File: src/gcma_pkg.sv
`timescale 1ns / 1ps
`default_nettype none
package gcma_pkg;
	localparam int MaxWidth = 256;
	localparam int AddrW = $clog2(2 * MaxWidth);
	localparam int ColW = 9;
	localparam int RowW = 12;
	localparam int Steps = 13;

	localparam logic [31:0] GradHi = 32'h0007_ffff;
	localparam logic [31:0] GradLo = 32'hfff8_0000;
	localparam logic [31:0] MagSat = 32'h0003_ffff;
	localparam logic [15:0] AngHalf = 16'h3244;
	localparam logic [15:0] AngQuarter = 16'h1922;
	localparam logic [15:0] AngNegQuarter = 16'he6de;
	localparam logic [15:0] AngNegHalf = 16'hcdbc;
	localparam logic [16:0] RoundHalf = 17'h0_8000;

	localparam logic [3:0] RegWidth = 4'h0;
	localparam logic [3:0] RegHeight = 4'h4;

	typedef enum logic [1:0] {
		SPEC_NONE = 2'b00,
		SPEC_VZERO = 2'b01,
		SPEC_HZERO = 2'b10
	} spec_t;

	// per-step CORDIC lane state
	typedef struct packed {
		logic valid;
		logic last;
		logic [31:0] v;
		logic [31:0] h;
		logic [31:0] v0;
		logic [31:0] h0;
		logic [15:0] ang;
		logic [3:0] stop;
		logic done;
		spec_t spec;
	} lane_t;

	function automatic logic [15:0] atan_of(input logic [3:0] i);
		logic [15:0] r;
		begin
			unique case (i)
				4'd0: r = 16'd3217;
				4'd1: r = 16'd1899;
				4'd2: r = 16'd1003;
				4'd3: r = 16'd509;
				4'd4: r = 16'd256;
				4'd5: r = 16'd128;
				4'd6: r = 16'd64;
				4'd7: r = 16'd32;
				4'd8: r = 16'd16;
				4'd9: r = 16'd8;
				4'd10: r = 16'd4;
				4'd11: r = 16'd2;
				4'd12: r = 16'd1;
				default: r = 16'd0;
			endcase
			return r;
		end
	endfunction

	function automatic logic [16:0] gain_of(input logic [3:0] i);
		logic [16:0] r;
		begin
			unique case (i)
				4'd0: r = 17'd46341;
				4'd1: r = 17'd41449;
				4'd2: r = 17'd40211;
				4'd3: r = 17'd39901;
				4'd4: r = 17'd39823;
				4'd5: r = 17'd39803;
				4'd6: r = 17'd39799;
				default: r = 17'd39797;
			endcase
			return r;
		end
	endfunction

	function automatic logic not_pos(input logic [31:0] v);
		return (v == 32'd0) || v[31];
	endfunction

	function automatic logic [31:0] clamp_shift(input logic [31:0] d);
		logic [31:0] c;
		begin
			c = d;
			if (d[31]) begin
				if (d < GradLo) c = GradLo;
			end else if (d > GradHi) begin
				c = GradHi;
			end
			return {c[19:0], 12'd0};
		end
	endfunction
endpackage
`default_nettype wire

File: src/gcma_cordic_step.sv
`timescale 1ns / 1ps
`default_nettype none
module gcma_cordic_step import gcma_pkg::*; (
	input wire logic clk,
	input wire logic arst_n,
	input wire logic en,
	input wire logic [3:0] idx,
	input wire lane_t d,
	output lane_t q
);
	logic [31:0] vs, hs;
	lane_t n;

	// one rotation; hold the lane once the vertical part has reached zero
	always_comb begin
		vs = $signed(d.v) >>> idx;
		hs = $signed(d.h) >>> idx;
		n = d;
		if (d.valid && !d.done && d.spec == SPEC_NONE) begin
			if (not_pos(d.v)) begin
				n.v = d.v + hs;
				n.h = d.h - vs;
				n.ang = d.ang - atan_of(idx);
			end else begin
				n.v = d.v - hs;
				n.h = d.h + vs;
				n.ang = d.ang + atan_of(idx);
			end
			n.stop = idx;
			n.done = (n.v == 32'd0);
		end
	end

	always_ff @(posedge clk or negedge arst_n) begin
		if (!arst_n) q <= '0;
		else if (en) q <= n;
	end
endmodule
`default_nettype wire

File: config.mk
export PLATFORM = sky130hd
export DESIGN_NAME = gcma_cordic_step
export DESIGN_NICKNAME = d
export VERILOG_FILES = /design/src/gcma_pkg.sv /design/src/gcma_cordic_step.sv
export SDC_FILE = /design/constraint.sdc
export NUM_CORES = 1
export LEC_CHECK = 0
export BUFFER_PORTS_ARGS = -buffer_cell sky130_fd_sc_hd__clkbuf_2
export CAP_MARGIN = 40
export CORE_ASPECT_RATIO = 0.6
export CORE_UTILIZATION = 52
export CTS_CLUSTER_SIZE = 8
export DETAILED_ROUTE_END_ITERATION = 6
export GPL_ROUTABILITY_DRIVEN = 0
export PLACE_DENSITY = 0.77
export SYNTH_ARGS = -nofsm -noshare
export SYNTH_HDL_FRONTEND = slang
export SYNTH_SLANG_ARGS = --single-unit
File: constraint.sdc
create_clock -name clk -period 0.8 [get_ports clk]
set_input_delay 0.04 -clock clk [delete_from_list [all_inputs] [get_ports clk]]
set_output_delay 0.04 -clock clk [all_outputs]
set_load 0.005 [all_outputs]
==> results of run 1 <==
cells by family after synthesis:
family,count (synthesis)
AND/OR/NAND/NOR,625
AO/OA/AOI/OAI,462
multiplexers,213
flip-flops,153
buffers and inverters,148
XOR/XNOR,125
adder cells (fa/ha/maj),89
cell usage after synthesis (16+ instances only):
library cell	instances	share of area, %
sky130_fd_sc_hd__nand3_1	33	1.1
sky130_fd_sc_hd__xor2_1	55	3.1
sky130_fd_sc_hd__inv_1	42	1.0
sky130_fd_sc_hd__dfrtp_1	153	24
sky130_fd_sc_hd__mux4_2	57	8.2
sky130_fd_sc_hd__o21ai_0	86	2.7
sky130_fd_sc_hd__mux2_2	99	7.1
sky130_fd_sc_hd__xnor2_1	70	3.9
sky130_fd_sc_hd__a31oi_1	51	2.0
sky130_fd_sc_hd__nand2_1	190	4.5
sky130_fd_sc_hd__a21oi_1	169	5.4
sky130_fd_sc_hd__mux2i_1	41	2.6
sky130_fd_sc_hd__nor2b_1	19	0.76
sky130_fd_sc_hd__nor4_1	16	0.64
sky130_fd_sc_hd__nor2_1	219	5.2
sky130_fd_sc_hd__nor3_1	48	1.5
sky130_fd_sc_hd__clkbuf_1	67	1.6
sky130_fd_sc_hd__ha_1	86	6.8
metrics by stage:
step | cell area [um2] | setup WS [ns]
global placement | 22200 | -4.23
detailed placement | 22200 | -4.43
floorplan | 16600 | -3.87
CTS | 26400 | -3.72
routing by layer:
layer,overflow,track usage (%)
met2,2586,143
met5,30,71.3
met3,163,86.0
met4,821,127
met1,129,92.4
repair_timing:
item | CTS
setup endpoints to repair | 306
resized for setup | 293
pin swaps | 131
endpoints found under the hold margin | 247
cloned | 11
buffers inserted | 136
hold buffers | 95
==> tab_implementation.tex, run 1 <==
\begin{tabular}{lr}
\hline
Metric & Value \\
\hline
\multicolumn{2}{l}{\textbf{Outcome}} \\
Outcome & stopped before the end \\
Exit stage & global routing (5\_1\_grt) \\
Stop Error & [ERROR GRT-0232] Routing congestion too high. Check the congestion heatmap in the GUI. \\
\multicolumn{2}{l}{\textbf{Timing}} \\
Kind of the worst endpoint & register input \\
Last reported worst endpoint of the global-route repair pass & q[2]\$\_DFFE\_PN0P\_/D \\
\multicolumn{2}{l}{\textbf{Yosys}} \\
XOR/XNOR share of the synthesized area & approximately 7.0\% \\
Synth Warn \# & 0 \\
Avg Synthesized Cell Area & between 8 and 9 um2 \\
Register bit total from synthesis & about 150 \\
Async set-or-reset flop fraction in the synthesized netlist & 100\% \\
Adder-Cell Fraction of Synth Area & 7.23\% \\
Synthesized net count & 2064 \\
Number of instances in the synthesized netlist & 1815 \\
Compound-Gate Fraction of Synth Area & 18.2\% \\
Most frequently used flop master after synthesis & sky130\_fd\_sc\_hd\_\_dfrtp\_1 \\
Area fraction in and, or, nand and nor cells after synthesis & 18.2\% \\
Fraction of synthesized area in multiplexers & around 21\% \\
Cell area after technology mapping & between 15000 and 20000 um2 \\
Number of distinct library cell variants in the gate-level netlist after synthesis & 83 \\
Main combinational cell family by area after synthesis & multiplexers \\
Fraction of the yosys area taken by sequential cells & 24.4\% \\
Post-synth EDFFs & 0 \\
\multicolumn{2}{l}{\textbf{Global routing}} \\
Overflow left after global routing & between 3000 and 4000 \\
Maximum number of pins on one net before global-route repair & 77 \\
GRT Overall Usage & 109\% \\
\multicolumn{2}{l}{\textbf{Floorplan}} \\
Die span in y & 137 um \\
Starting density of the core & 53.8\% \\
Number of top-level design ports & 313 \\
Row count & between 40 and 50 \\
Horizontal extent of the die & between 200 and 250 um \\
\multicolumn{2}{l}{\textbf{Clock network}} \\
Root buffer selected by CTS & sky130\_fd\_sc\_hd\_\_clkbuf\_16 \\
Number of buffers inserted during clock tree synthesis & 17 \\
Longest Clk Path Bufs & 2 \\
CTS H-Tree Depth & 4 \\
Clock sink total & approximately 150 \\
\multicolumn{2}{l}{\textbf{Placement}} \\
Quantity of I/O buffers inserted on ports & around 310 \\
Placed wire-length estimate after detailed placement & between 40 and 50 mm \\
Placed instance count & just under 3000 \\
\hline
\end{tabular}
==> inputs of run 2 (changes only) <==
--- a/config.mk
+++ b/config.mk
@@ -7,12 +7,10 @@
 export LEC_CHECK = 0
 export BUFFER_PORTS_ARGS = -buffer_cell sky130_fd_sc_hd__clkbuf_2
 export CAP_MARGIN = 40
-export CORE_ASPECT_RATIO = 0.6
-export CORE_UTILIZATION = 52
-export CTS_CLUSTER_SIZE = 8
+export CORE_UTILIZATION = 40
 export DETAILED_ROUTE_END_ITERATION = 6
 export GPL_ROUTABILITY_DRIVEN = 0
-export PLACE_DENSITY = 0.77
+export PLACE_DENSITY_LB_ADDON = 0.15
 export SYNTH_ARGS = -nofsm -noshare
 export SYNTH_HDL_FRONTEND = slang
 export SYNTH_SLANG_ARGS = --single-unit
==> constraint.sdc (replaced) <==
create_clock -name clk -period 1.05 [get_ports clk]
set_input_delay 0.0525 -clock clk [delete_from_list [all_inputs] [get_ports clk]]
set_output_delay 0.0525 -clock clk [all_outputs]
set_load 0.005 [all_outputs]
==> tab_implementation.tex, run 2 <==
\begin{tabular}{lr}
\hline
Metric & Value \\
\hline
\multicolumn{2}{l}{\textbf{Setup path}} \\
Largest fanout on the critical path & 3 \\
Critical path startpoint category & input pin \\
Signal arrival time at the worst endpoint & roughly 5 ns \\
Worst setup path class & in -> reg \\
Category of the worst setup path capture point & flop \\
Critical path required time & 1.45 ns \\
\multicolumn{2}{l}{\textbf{Placement}} \\
Quantity of I/O buffers inserted on ports & between 300 and 400 \\
Placed instance count & 3123 \\
Placed wire-length estimate after detailed placement & 45.3 mm \\
\multicolumn{2}{l}{\textbf{Yosys}} \\
Synth Warn \# & 0 \\
Main combinational cell family by area after synthesis & multiplexers \\
Library cell occupying the most area in the post-synthesis netlist & sky130\_fd\_sc\_hd\_\_dfrtp\_1 \\
Area share of the largest cell type after synthesis & approximately 24\% \\
Synthesized net count & slightly above 2000 \\
XOR/XNOR share of the synthesized area & approximately 7.0\% \\
Async set-or-reset flop fraction in the synthesized netlist & 100\% \\
Cell with the most instances after synthesis & sky130\_fd\_sc\_hd\_\_nor2\_1 \\
Area fraction in and, or, nand and nor cells after synthesis & a little under a fifth \\
Post-synth EDFFs & 0 \\
Number of instances in the synthesized netlist & approximately 1800 \\
Fraction of the yosys area taken by sequential cells & about a quarter \\
Synth top area cells & sky130\_fd\_sc\_hd\_\_dfrtp\_1 24\%, sky130\_fd\_sc\_hd\_\_mux4\_2 8.2\%, sky130\_fd\_sc\_hd\_\_mux2\_2 7.1\% \\
Adder-Cell Fraction of Synth Area & between 7 and 8\% \\
Commonest cells in the netlist & 219 x sky130\_fd\_sc\_hd\_\_nor2\_1, 190 x sky130\_fd\_sc\_hd\_\_nand2\_1, 169 x sky130\_fd\_sc\_hd\_\_a21oi\_1 \\
Register bit total from synthesis & around 150 \\
Fraction of synthesized area in multiplexers & 20.5\% \\
Avg Synthesized Cell Area & a little under 9 um2 \\
Compound-Gate Fraction of Synth Area & 18.2\% \\
Most frequently used flop master after synthesis & sky130\_fd\_sc\_hd\_\_dfrtp\_1 \\
Cell area after technology mapping & around 16000 um2 \\
Number of distinct library cell variants in the gate-level netlist after synthesis & 83 \\
\multicolumn{2}{l}{\textbf{Clock network}} \\
CTS H-Tree Depth & 4 \\
CTS tree & done \\
Clock sink total & $\sim$150 \\
Clock latency of the later-clocked register in the worst-skew pair & between 0.4 and 0.5 ns \\
Clock transition at the registers of the reported paths & $\sim$0.08 ns \\
Longest Clk Path Bufs & 2 \\
Number of buffers inserted during clock tree synthesis & 17 \\
Root buffer selected by CTS & sky130\_fd\_sc\_hd\_\_clkbuf\_16 \\
\multicolumn{2}{l}{\textbf{Global routing}} \\
Maximum number of pins on one net before global-route repair & around 150 \\
GRT Overall Usage & a little under a third \\
Vias in the first global route & around 18000 \\
Number of antenna violations at the first check in global routing & 1 \\
Overflow left after global routing & 0 \\
Wire length of the first global-routing pass & about 96 mm \\
\multicolumn{2}{l}{\textbf{Cells and area}} \\
Number of standard cells in the layout, taps in and fillers out & between 3000 and 4000 \\
Fraction of layout cells with a size suffix above 1 & around 55\% \\
Number of nets at the end of the flow & a little over 3000 \\
Regs by FF count & q (153) \\
Largest reg by FF count & q \\
Flip-flop count of the largest register after layout & roughly 150 \\
Fill count & 2814 \\
Area delta synth->final & 74.2\% \\
Most common cell after layout, fill and taps aside & sky130\_fd\_sc\_hd\_\_buf\_4 \\
Footprint of the multi-input gates & about 13000 um2 \\
Sequential cell area & $\sim$3800 um2 \\
Commonest cells after routing, fill and taps aside & 621 x sky130\_fd\_sc\_hd\_\_buf\_4, 293 x sky130\_fd\_sc\_hd\_\_clkbuf\_2, 187 x sky130\_fd\_sc\_hd\_\_nor2\_1 \\
\multicolumn{2}{l}{\textbf{Detailed routing}} \\
Drt drc & 0 \\
Per-cell routed wire length & 19.5 um \\
Remaining antenna violation count after routing & 0 \\
Pre-Repair DR Iteration Count & 5 \\
Via-to-Cell Ratio & 5.55 \\
First-iteration detailed-routing DRC count & $\sim$1500 \\
Total number of vias & 18858 \\
Total wire length & 66.3 mm \\
\multicolumn{2}{l}{\textbf{Timing}} \\
Unrepaired setup endpoints after global routing & yes \\
Peak clock frequency supported by timing & 216 MHz \\
Count of final hold-check violations & 0 \\
Worst slew margin relative to its limit & between 40\% and 50\% \\
Slew of the pin with the lowest slew margin & roughly 0.82 ns \\
Final critical delay including setup and external delays & between 4 and 5 ns \\
Setup slack of the critical path after layout & -3.57 ns \\
Total Neg Setup Slack & -211.06 ns \\
Final clock skew & 0 ns \\
Final number of max-transition violations & 0 \\
Setup-failing EPs final & 87 \\
Ratio of final minimum period to clock period & 440\% \\
\multicolumn{2}{l}{\textbf{Job}} \\
Count of max-cap constraint violations & 0 \\
\multicolumn{2}{l}{\textbf{Outcome}} \\
Outcome & finished with violations \\
Violated checks & negative setup slack \\
\multicolumn{2}{l}{\textbf{Min path}} \\
Type of the most critical hold path & in -> async \\
\multicolumn{2}{l}{\textbf{Floorplan}} \\
Number of top-level design ports & around 310 \\
Core region area & 38600 um2 \\
Die span in y & 200 um \\
Die ar. & roughly 40000 um2 \\
Horizontal extent of the die & 200 um \\
Row count & 72 \\
Starting density of the core & 40.6\% \\
\multicolumn{2}{l}{\textbf{Pwr}} \\
Worst vdd rail ir drop & about 1.3 mV \\
Power density relative to cell area & approximately 1300 nW/um2 \\
Final total power & about 35000 uW \\
Leak pwr & approximately 0.012 uW \\
\hline
\end{tabular}
==> run 2: cell counts after synthesis <==
No cell type changed its count.
==> run 2: worst paths after layout <==
check | from | end | slack, ns | cells after the start
min reg2reg | q[56] | q[56] | 0.51 | 1
min | arst_n | q[69] | 0.009 | 2
max in group asynchronous | arst_n | q[129] | 0.47 | 3
max reg2reg | q[151] | q[151] | 0.10 | 2
max | d[101] | q[2] | -3.57 | 23
min in group clk | d[121] | q[121] | 0.02 | 4
==> run 2: routing by layer <==
metal,wire (um),global-route usage [%],part of all wire (%),up-vias
met5,0,0,0,-
met4,2100,11.3,3.2,0
met3,4660,5.19,7.0,147
met2,31800,49.5,48,797
met1,27700,40.1,42,9102
li1,-,-,-,8812
==> run 2: logic make-up after synthesis <==
kind of cell               after synthesis
xor gates and xnor gates               125
DFF                                    153
muxes                                  213
buffers and inverters                  148
adders and majority gates               89
and+or+nand+nor                        625
AOI/OAI and AO/OA                      462
==> run 2: cell type report <==
class	count	area share [%]
Clock inverter	15	0.640
Timing Repair Buffer	1130	32.1
Sequential cell	153	14.0
Inverter	46	0.704
Clock buffer	17	1.55
Antenna cell	1	0.00915
Multi-Input combinational cell	1515	48.6
Tap cell	518	2.37
==> run 2: worst max-delay path: stages <==
cell and delay (ns):
sky130_fd_sc_hd__buf_2 0.13, sky130_fd_sc_hd__mux4_4 0.61, sky130_fd_sc_hd__mux4_2 0.52, sky130_fd_sc_hd__nor2_4 0.16, sky130_fd_sc_hd__and3_4 0.20, sky130_fd_sc_hd__and2_4 0.15, sky130_fd_sc_hd__and3_4 0.18, sky130_fd_sc_hd__a21bo_4 0.22
sky130_fd_sc_hd__o21ai_2 0.12, sky130_fd_sc_hd__xor2_1 0.09, sky130_fd_sc_hd__ha_1 0.32, sky130_fd_sc_hd__nand4_1 0.12, sky130_fd_sc_hd__a211o_1 0.27, sky130_fd_sc_hd__or2_4 0.23, sky130_fd_sc_hd__o31a_1 0.35, sky130_fd_sc_hd__buf_6 0.16
sky130_fd_sc_hd__o21bai_4 0.16, sky130_fd_sc_hd__o41ai_4 0.13, sky130_fd_sc_hd__o21ai_2 0.20, sky130_fd_sc_hd__xnor2_2 0.10, sky130_fd_sc_hd__nor4_2 0.27, sky130_fd_sc_hd__nand4b_1 0.13, sky130_fd_sc_hd__o21ai_1 0.14
==> run 2: where the power goes <==
group	switching (uW)	internal [uW]	total (uW)
Sequential	347	6510	6860
Clock	3300	3220	6520
Combinational	9830	11300	21200
==> run 2: metrics by stage <==
stage	instance area [um2]	hold slack, ns	setup WS, ns	utilization [%]
4_1_cts	25500	-0.0206	-3.46	66.0
3_5_place_dp	22400	-0.0670	-4.19	57.9
2_1_floorplan	16500	-0.243	-3.64	-
5_1_grt	27400	0.00608	-3.72	70.8
3_3_place_gp	22400	-0.0699	-4.15	57.9
6_report	27400	0.00873	-3.57	70.8
==> run 2: repair_timing <==
action / CTS / global route
hold buffers: 107 / 0
cloned: 7 / 2
resized for setup: 211 / 264
setup buffers: 42 / 102
hold endpoints to repair: 259 / 0
pin swaps: 70 / 187
endpoints found under the setup margin: 209 / 224
(Power assumes the default switching activity.)
